[config.mk]
export PLATFORM = sky130hd
export DESIGN_NAME = hns_norm
export DESIGN_NICKNAME = d
export VERILOG_FILES = /design/src/rtl/core/heightmap_normal_stream_assert.svh /design/src/rtl/core/hns_pkg.sv /design/src/rtl/core/hns_norm.sv
export SDC_FILE = /design/constraint.sdc
export NUM_CORES = 2
export LEC_CHECK = 0
export BUFFER_PORTS_ARGS = -buffer_cell sky130_fd_sc_hd__buf_2
export CORE_MARGIN = 2
export CORE_UTILIZATION = 55
export DETAILED_ROUTE_END_ITERATION = 7
export GPL_TIMING_DRIVEN = 0
export PLACE_DENSITY = 0.72
export SETUP_SLACK_MARGIN = 0.2
export SKIP_CTS_REPAIR_TIMING = 1
export SYNTH_ARGS = -nofsm -noshare
export SYNTH_HDL_FRONTEND = slang
export SYNTH_SLANG_ARGS = --single-unit
[constraint.sdc]
create_clock -name clk -period 15.65 [get_ports clk]
set_input_delay 1.565 -clock clk [delete_from_list [all_inputs] [get_ports clk]]
set_output_delay 1.565 -clock clk [all_outputs]
set_load 0.005 [all_outputs]
[src/rtl/core/heightmap_normal_stream_assert.svh]
// ----------------------------------------------------------------------------
// Assertion macros for the heightmap normal stream
// Each macro expects clk and rst in the scope where it is used.
// ----------------------------------------------------------------------------
`ifndef HEIGHTMAP_NORMAL_STREAM_ASSERT_SVH
`define HEIGHTMAP_NORMAL_STREAM_ASSERT_SVH

// Same-cycle implication
`define HNS_ASSERT_NOW(label, ante, cons, msg) \
  label: assert property (@(posedge clk) disable iff (rst) (ante) |-> (cons)) \
    else $error(msg);

// Next-cycle implication
`define HNS_ASSERT_NEXT(label, ante, cons, msg) \
  label: assert property (@(posedge clk) disable iff (rst) (ante) |=> (cons)) \
    else $error(msg);

`endif

[src/rtl/core/hns_pkg.sv]
// ----------------------------------------------------------------------------
// hns_pkg: shared types and constants
// Widths, register codes, sequencer states and unit interface structs.
// ----------------------------------------------------------------------------
`timescale 1ns / 1ps

package hns_pkg;

  localparam int MAX_WIDTH  = 1024;
  localparam int MAX_HEIGHT = 4096;
  localparam int COL_W      = $clog2(MAX_WIDTH);
  localparam int ROW_W      = $clog2(MAX_HEIGHT);
  localparam int SAMPLE_W   = 16;
  localparam int DIFF_W     = 18;
  localparam int MAG_W      = 15;
  localparam int NORM_W     = 16;
  localparam int CFG_IDX_W  = 2;
  localparam int CFG_DATA_W = 16;
  localparam int MW_W       = 11;
  localparam int MH_W       = 13;
  localparam int SCALE_W    = 16;

  localparam logic [MW_W-1:0]    WIDTH_RESET  = 11'd100;
  localparam logic [MH_W-1:0]    HEIGHT_RESET = 13'd100;
  localparam logic [SCALE_W-1:0] SCALE_RESET  = 16'd51;

  // Configuration register indexes
  typedef enum logic [CFG_IDX_W-1:0] {
    REG_MAP_WIDTH    = 2'd0,
    REG_MAP_HEIGHT   = 2'd1,
    REG_NORMAL_SCALE = 2'd2
  } cfg_reg_t;

  // Item sequencer
  typedef enum logic [3:0] {
    ST_IDLE, ST_RD0, ST_RD1, ST_RD2, ST_RD3,
    ST_PICK, ST_CALC, ST_PUSH, ST_WR0, ST_WR1
  } seq_state_t;

  // Normalization unit
  typedef enum logic [3:0] {
    NS_IDLE, NS_MULX, NS_MULZ, NS_SHIFT, NS_SQX, NS_SQY, NS_SQZ,
    NS_ROOT, NS_DIVLD, NS_DIV, NS_DONE
  } norm_state_t;

  typedef struct packed {
    logic signed [DIFF_W-1:0] dx;
    logic signed [DIFF_W-1:0] dz;
  } norm_req_t;

  typedef struct packed {
    logic [MAG_W-1:0] mag_x;
    logic [MAG_W-1:0] mag_y;
    logic [MAG_W-1:0] mag_z;
    logic             neg_x;
    logic             neg_z;
  } norm_rsp_t;

endpackage

[src/rtl/core/hns_norm.sv]
// ----------------------------------------------------------------------------
// hns_norm: iterative normal vector unit
// Scales the slopes with one shared multiplier, takes an integer root one bit
// a step and divides each component one quotient bit a step.
// ----------------------------------------------------------------------------
`timescale 1ns / 1ps

module hns_norm (
  input  logic              clk,
  input  logic              rst,
  input  logic              start,
  input  hns_pkg::norm_req_t req,
  input  logic [15:0]       scale,
  output logic              done,
  output hns_pkg::norm_rsp_t rsp
);
  import hns_pkg::*;

  norm_state_t state, state_next;

  logic [16:0] ax, az;
  logic        neg_x, neg_z;
  logic [33:0] gx, gz;
  logic [18:0] gy;
  logic [61:0] acc;
  logic [61:0] sq_v, sq_res, sq_bit;
  logic [1:0]  sel;
  logic [31:0] rem;
  logic [15:0] nlow, q;
  logic [3:0]  cnt;
  logic [MAG_W-1:0] rx, ry, rz;

  logic [17:0] abs_dx, abs_dz;
  logic [16:0] s2;
  logic [29:0] mul_a, mul_b;
  logic [59:0] mul_p;
  logic        over;
  logic [61:0] trial;
  logic        root_ge;
  logic [30:0] len;
  logic [29:0] mag;
  logic [45:0] num;
  logic [32:0] rem_sh, div_d;
  logic        div_ge;
  logic [31:0] rem_n;
  logic [15:0] q_n;

  // Operand magnitudes
  assign abs_dx = req.dx[DIFF_W-1] ? 18'(-req.dx) : 18'(req.dx);
  assign abs_dz = req.dz[DIFF_W-1] ? 18'(-req.dz) : 18'(req.dz);
  assign s2     = {scale, 1'b0};

  // Shared multiplier
  always_comb begin
    mul_a = '0;
    mul_b = '0;
    case (state)
      NS_MULX: begin mul_a = 30'(s2); mul_b = 30'(ax); end
      NS_MULZ: begin mul_a = 30'(s2); mul_b = 30'(az); end
      NS_SQX:  begin mul_a = gx[29:0]; mul_b = gx[29:0]; end
      NS_SQY:  begin mul_a = 30'(gy); mul_b = 30'(gy); end
      NS_SQZ:  begin mul_a = gz[29:0]; mul_b = gz[29:0]; end
      default: begin mul_a = '0; mul_b = '0; end
    endcase
  end
  assign mul_p = mul_a * mul_b;

  // Range reduction: both slopes below 2^30
  assign over = (|gx[33:30]) | (|gz[33:30]);

  // Root step
  assign trial   = sq_res + sq_bit;
  assign root_ge = sq_v >= trial;
  assign len     = sq_res[30:0];

  // Division step: (mag * 2^15 + len) / (2 * len)
  always_comb begin
    case (sel)
      2'd0:    mag = gx[29:0];
      2'd1:    mag = 30'(gy);
      default: mag = gz[29:0];
    endcase
  end
  assign num    = (46'(mag) << 15) + 46'(len);
  assign rem_sh = {rem, nlow[15]};
  assign div_d  = {1'b0, len, 1'b0};
  assign div_ge = rem_sh >= div_d;
  assign rem_n  = div_ge ? 32'(rem_sh - div_d) : rem_sh[31:0];
  assign q_n    = {q[14:0], div_ge};

  // State register
  always_ff @(posedge clk) begin
    if (rst) begin
      state <= NS_IDLE;
    end else begin
      state <= state_next;
    end
  end

  // Next state
  always_comb begin
    state_next = state;
    unique case (state)
      NS_IDLE:  if (start) state_next = NS_MULX;
      NS_MULX:  state_next = NS_MULZ;
      NS_MULZ:  state_next = NS_SHIFT;
      NS_SHIFT: if (!over) state_next = NS_SQX;
      NS_SQX:   state_next = NS_SQY;
      NS_SQY:   state_next = NS_SQZ;
      NS_SQZ:   state_next = NS_ROOT;
      NS_ROOT:  if (sq_bit[0]) state_next = NS_DIVLD;
      NS_DIVLD: state_next = NS_DIV;
      NS_DIV: begin
        if (cnt == 4'd15) state_next = (sel == 2'd2) ? NS_DONE : NS_DIVLD;
      end
      NS_DONE:  state_next = NS_IDLE;
      default:  state_next = NS_IDLE;
    endcase
  end

  // Outputs
  always_comb begin
    done      = (state == NS_DONE);
    rsp.mag_x = rx;
    rsp.mag_y = ry;
    rsp.mag_z = rz;
    rsp.neg_x = neg_x;
    rsp.neg_z = neg_z;
  end

  // Datapath
  always_ff @(posedge clk) begin
    case (state)
      NS_IDLE: begin
        if (start) begin
          neg_x <= req.dx[DIFF_W-1];
          neg_z <= req.dz[DIFF_W-1];
          ax    <= abs_dx[16:0];
          az    <= abs_dz[16:0];
          gy    <= 19'h40000;
          sel   <= 2'd0;
        end
      end
      NS_MULX:  gx <= mul_p[33:0];
      NS_MULZ:  gz <= mul_p[33:0];
      NS_SHIFT: begin
        if (over) begin
          gx <= gx >> 1;
          gz <= gz >> 1;
          gy <= gy >> 1;
        end
      end
      NS_SQX:   acc <= 62'(mul_p);
      NS_SQY:   acc <= acc + 62'(mul_p);
      NS_SQZ: begin
        sq_v   <= acc + 62'(mul_p);
        sq_res <= '0;
        sq_bit <= 62'd1 << 60;
      end
      NS_ROOT: begin
        if (root_ge) begin
          sq_v   <= sq_v - trial;
          sq_res <= (sq_res >> 1) + sq_bit;
        end else begin
          sq_res <= sq_res >> 1;
        end
        sq_bit <= sq_bit >> 2;
      end
      NS_DIVLD: begin
        rem  <= 32'(num[45:16]);
        nlow <= num[15:0];
        q    <= '0;
        cnt  <= '0;
      end
      NS_DIV: begin
        rem  <= rem_n;
        nlow <= nlow << 1;
        q    <= q_n;
        cnt  <= cnt + 4'd1;
        if (cnt == 4'd15) begin
          case (sel)
            2'd0:    rx <= q_n[MAG_W-1:0];
            2'd1:    ry <= q_n[MAG_W-1:0];
            default: rz <= q_n[MAG_W-1:0];
          endcase
          sel <= sel + 2'd1;
        end
      end
      default: ;
    endcase
  end

endmodule

==> results.txt <==
The buffer depth of the longest clock path is 3. The remaining antenna violation count after routing came out at 0. The total of flip-flops plus latches after synthesis came out at 457.

In this run the power spent charging and discharging nets is between 0.002 and 0.0025 W. The sequential element share of the synthesized area is about 22%. The worst setup skew after layout is a little under 0.06 ns. Net switching is around 43% of the power.

The post-synthesis instance total is 6988. The violation count after the first detailed-route iteration is 5454. The count of input and output buffers is just over 100. The number of nets in the synthesized netlist came out at about 8300. 103 I/O pins were placed. The critical path's largest stage delay came out at about 1.3 ns. The total count of hold-check failures in the final report came to 0. The most frequent cell on the critical path is sky130_fd_sc_hd__fa_1.

The startpoint class of the critical path is a register. The number of remaining DRC errors is 0. During synthesis, Yosys emitted a total of 0 warnings. The smallest clock period supported by the final layout is computed as around 15 ns. The share of the synthesized area in the top cell type is between 20% and 30%. For this design, the slowest cell found on the critical path is sky130_fd_sc_hd__a221oi_1.

The die footprint came out at about 120000 um2. The number of enable-type register cells in the synthesized netlist came out at around 450. The first TritonRoute pass finished after 8 iterations. The post-detailed-placement cell area came out at about 65000 um2. The post-synthesis instance area came out at 62500 um2.

Cells with a size suffix above 1 make up ~5% of the layout. At the worst endpoint, the required time is 15.96 ns. The final layout contains routed wiring with a total length of roughly 210000 um. STA classifies the critical path endpoint as a register.

The count of maximum capacitance violations is 2. After the last flow step, the layout net total stands at roughly 8500. The maximum operating frequency came out at just under 0.07 GHz.

The async set or reset register ratio after synthesis came out at 0%. In this run the tightest slew margin relative to its limit is -12.9%. In the synthesized netlist the dominant register cell turns out to be sky130_fd_sc_hd__edfxtp_1. The worst hold path belongs to the class register to register. The estimated wirelength of the detail-placed design came out at 173000 um. The number of global-route vias before repair is 52145. The part of the total power dissipated in sequential elements is between 20% and 30%.

The clock network power share came out at between 20% and 30%. Clock-pin slew was measured on the worst setup and hold paths at about 0.070 ns. The root buffer cell chosen for the clock tree is sky130_fd_sc_hd__clkbuf_16. The largest voltage drop on the vdd net is slightly above 0.00008 V. After synthesis, the cell types taking the most area are sky130_fd_sc_hd__fa_1 25%, sky130_fd_sc_hd__edfxtp_1 22%, sky130_fd_sc_hd__ha_1 9.9%.

The flow ran to the end, but the final reports show violations. The area of the core came out at between 100000 and 150000 um2. The initial core utilization is between 50% and 60%. The final-report max-slew violation count was 24. The core occupancy in the finished layout is 59.6%.

The number of buffers created by CTS came out at 51. The number of standard cells in the layout, taps in and fillers out is 8712. Cell internal power was estimated by the tool at 0.00314 W. The routability-driven placement congestion ratio is ~1.1. The H-tree generated during clock tree synthesis spans 2 levels. The number of sinks driven by the clock tree came out at ~460. Including well taps, the total number of placed cells is ~8600. In this run the core area contains 123 standard-cell rows.

The number of antenna violations at the first check in global routing came out at 8. The final critical path takes up between 90% and 100% of the cycle. Global routing finished with a remaining overflow of 0. The average footprint of a synthesized cell came out at between 8 and 9 um2. The data arrival time at the worst-slack endpoint came out at around 15 ns. The final non-filler cell area came out at approximately 67000 um2. The wire length of the first global-routing pass is 318000 um. The combinational group share of total power came out at a little under half.

The transition time at the pin with the least slew margin came out at 1.69 ns. The synthesized design spends more area on one cell type than any other, namely sky130_fd_sc_hd__fa_1. The clock latency of the later-clocked register in the worst-skew pair is 0.66 ns.

The vertical die dimension came out at approximately 340 um. The type of the setup path with the least slack is register to register. The horizontal die dimension came out at around 340 um. Setup repair after global routing left no endpoint under its margin.

The setup TNS after final layout is 0 ns. Across every metal layer, demand over resource in global routing totals between 30% and 40%. The routed layout has approximately 53000 vias. The power per cell area came out at 82.6 nW/um2. The relative area change from synthesis to final layout came out at 7.43%. The largest fanout on the critical path is 10. Entering global routing, the biggest net connects 69 pins. The clock tree from TritonCTS is built.

Setup violations remaining at the end of the flow were counted as 0. The static leakage is around 31 nW. The routed wire length per instance came out at around 25 um. The number of distinct library cells after synthesis came out at 99. The checks that failed: max-capacitance violations, max-slew violations.

The via density per instance is 6.06.
==> cells in the final DEF (no fill, tap or decap), types with 22 or more instances in the layout <==
| master | n |
|---|---|
| sky130_fd_sc_hd__inv_1 | 1086 |
| sky130_fd_sc_hd__nand2_1 | 850 |
| sky130_fd_sc_hd__fa_1 | 784 |
| sky130_fd_sc_hd__nor2_1 | 705 |
| sky130_fd_sc_hd__ha_1 | 496 |
| sky130_fd_sc_hd__edfxtp_1 | 453 |
| sky130_fd_sc_hd__a21oi_1 | 360 |
| sky130_fd_sc_hd__clkbuf_1 | 285 |
| sky130_fd_sc_hd__o21ai_0 | 279 |
| sky130_fd_sc_hd__xnor2_1 | 219 |
| sky130_fd_sc_hd__a21o_1 | 197 |
| sky130_fd_sc_hd__xor2_1 | 143 |
| sky130_fd_sc_hd__buf_2 | 121 |
| sky130_fd_sc_hd__and2_1 | 105 |
| sky130_fd_sc_hd__a31oi_1 | 84 |
| sky130_fd_sc_hd__nand4_1 | 77 |
| sky130_fd_sc_hd__nand3_1 | 66 |
| sky130_fd_sc_hd__nand2b_1 | 64 |
| sky130_fd_sc_hd__nor3_1 | 59 |
| sky130_fd_sc_hd__clkbuf_16 | 52 |
| sky130_fd_sc_hd__a211oi_1 | 51 |
| sky130_fd_sc_hd__o21bai_1 | 47 |
| sky130_fd_sc_hd__nor2b_1 | 33 |
| sky130_fd_sc_hd__mux2_2 | 31 |
| sky130_fd_sc_hd__mux2i_1 | 30 |
| sky130_fd_sc_hd__and3_1 | 30 |
| sky130_fd_sc_hd__o21a_1 | 26 |
| sky130_fd_sc_hd__o21ai_1 | 24 |
| sky130_fd_sc_hd__o31ai_1 | 24 |
| sky130_fd_sc_hd__or3_1 | 23 |
| sky130_fd_sc_hd__buf_1 | 22 |
==> worst paths after layout <==
path	end	from	depth (start not counted)	slack (ns)
max	sq_v[59]$_DFFE_PP_	state[1]$_SDFFE_PP0P_	42	0.78
max reg2reg	sq_v[59]$_DFFE_PP_	state[1]$_SDFFE_PP0P_	42	0.78
min	rz[6]$_DFFE_PP_	q[5]$_SDFFCE_PN0P_	0	0.49
min reg2reg	rz[6]$_DFFE_PP_	q[5]$_SDFFCE_PN0P_	0	0.49
==> flip-flops by register name, summed over array words and instances (netlist names), 15 cells and up <==
register	cells
sq_res	62
sq_v	62
ax	17
rx	15
gz	34
rem	32
sq_bit	31
gy	19
acc	62
nlow	16
rz	15
az	17
gx	34
ry	15
==> worst max-delay path, delay by kind of cell, from the launching register on <==
family	cells	cell delay, ns
and+or+nand+nor	8	1.07
adders and majority gates	10	5.13
AOI/OAI and AO/OA	13	4.56
muxes	1	0.13
xor gates and xnor gates	2	0.66
buffers and inverters	8	2.64
DFF	1	0.31
==> per-stage QoR <==
step / worst slack (ns) / hold slack (ns) / power (W)
final: 0.781 / 0.495 / 0.00555
after global routing: 0.477 / 0.531 / 0.00579
after CTS: 1.30 / 0.499 / 0.00546
after detailed placement: 1.38 / 0.482 / 0.00413
after global placement: 0.492 / 0.478 / 0.00408
after floorplan: 4.30 / 0.440 / 0.00323
==> cell families (layout without fill, tap and decap cells) <==
| logic type | count (synthesis) | after routing | synth area share (%) |
|---|---|---|---|
| AND/OR/NAND/NOR | 2098 | 2098 | 14.7 |
| buffers and inverters | 1416 | 1638 | 8.55 |
| AO/OA/AOI/OAI | 1314 | 1314 | 13.7 |
| adder cells (fa/ha/maj) | 1280 | 1280 | 35.0 |
| flip-flops | 457 | 457 | 21.9 |
| XOR/XNOR | 362 | 362 | 5.07 |
| multiplexers | 61 | 61 | 1.04 |
| other | 0 | 2 | 0 |
==> area by class of cell <==
cell class | count | area [um2]
buffer | 324 | 1250
sequential | 457 | 13700
fill | 9968 | 45500
antenna | 2 | 5.00
multi-input combinational | 5115 | 43600
clock buffer | 55 | 1310
tap | 1500 | 1880
timing repair buffer | 129 | 842
clock inverter | 38 | 490
inverter | 1092 | 4100
==> synthesized netlist by cell type, drive strengths merged, types with 19 or more instances <==
cell	instances
mux2	31
o31ai	25
mux2i	30
and2	110
a221oi	29
clkbuf	283
nor2	706
and3	31
a31oi	86
o21ai	309
ha	496
inv	1089
a21oi	364
xnor2	219
a211oi	54
buf	41
nand4	77
nand3	66
edfxtp	453
o21a	26
o21bai	49
xor2	143
nand2b	64
nor3	66
a22oi	19
or3	23
fa	784
a21o	197
nor2b	33
nand2	850
==> power by group through the flow <==
stage	Combinational, W	Sequential (W)	Clock [W]
floorplan	0.00165	0.00158	0
global placement	0.00248	0.00160	0
detailed placement	0.00253	0.00160	0
CTS	0.00255	0.00157	0.00133
global route	0.00284	0.00158	0.00137
finish	0.00264	0.00158	0.00132
==> layer usage <==
layer  routed length (um)  GRT usage, %  vias up
met4                15300          21.2        8
met3                21200          7.97      706
li1                     -             -    23376
met1                82800          46.9    25759
met5                   54             0        -
met2                94300          56.4     2924
Power figures use the tool's default switching activity.
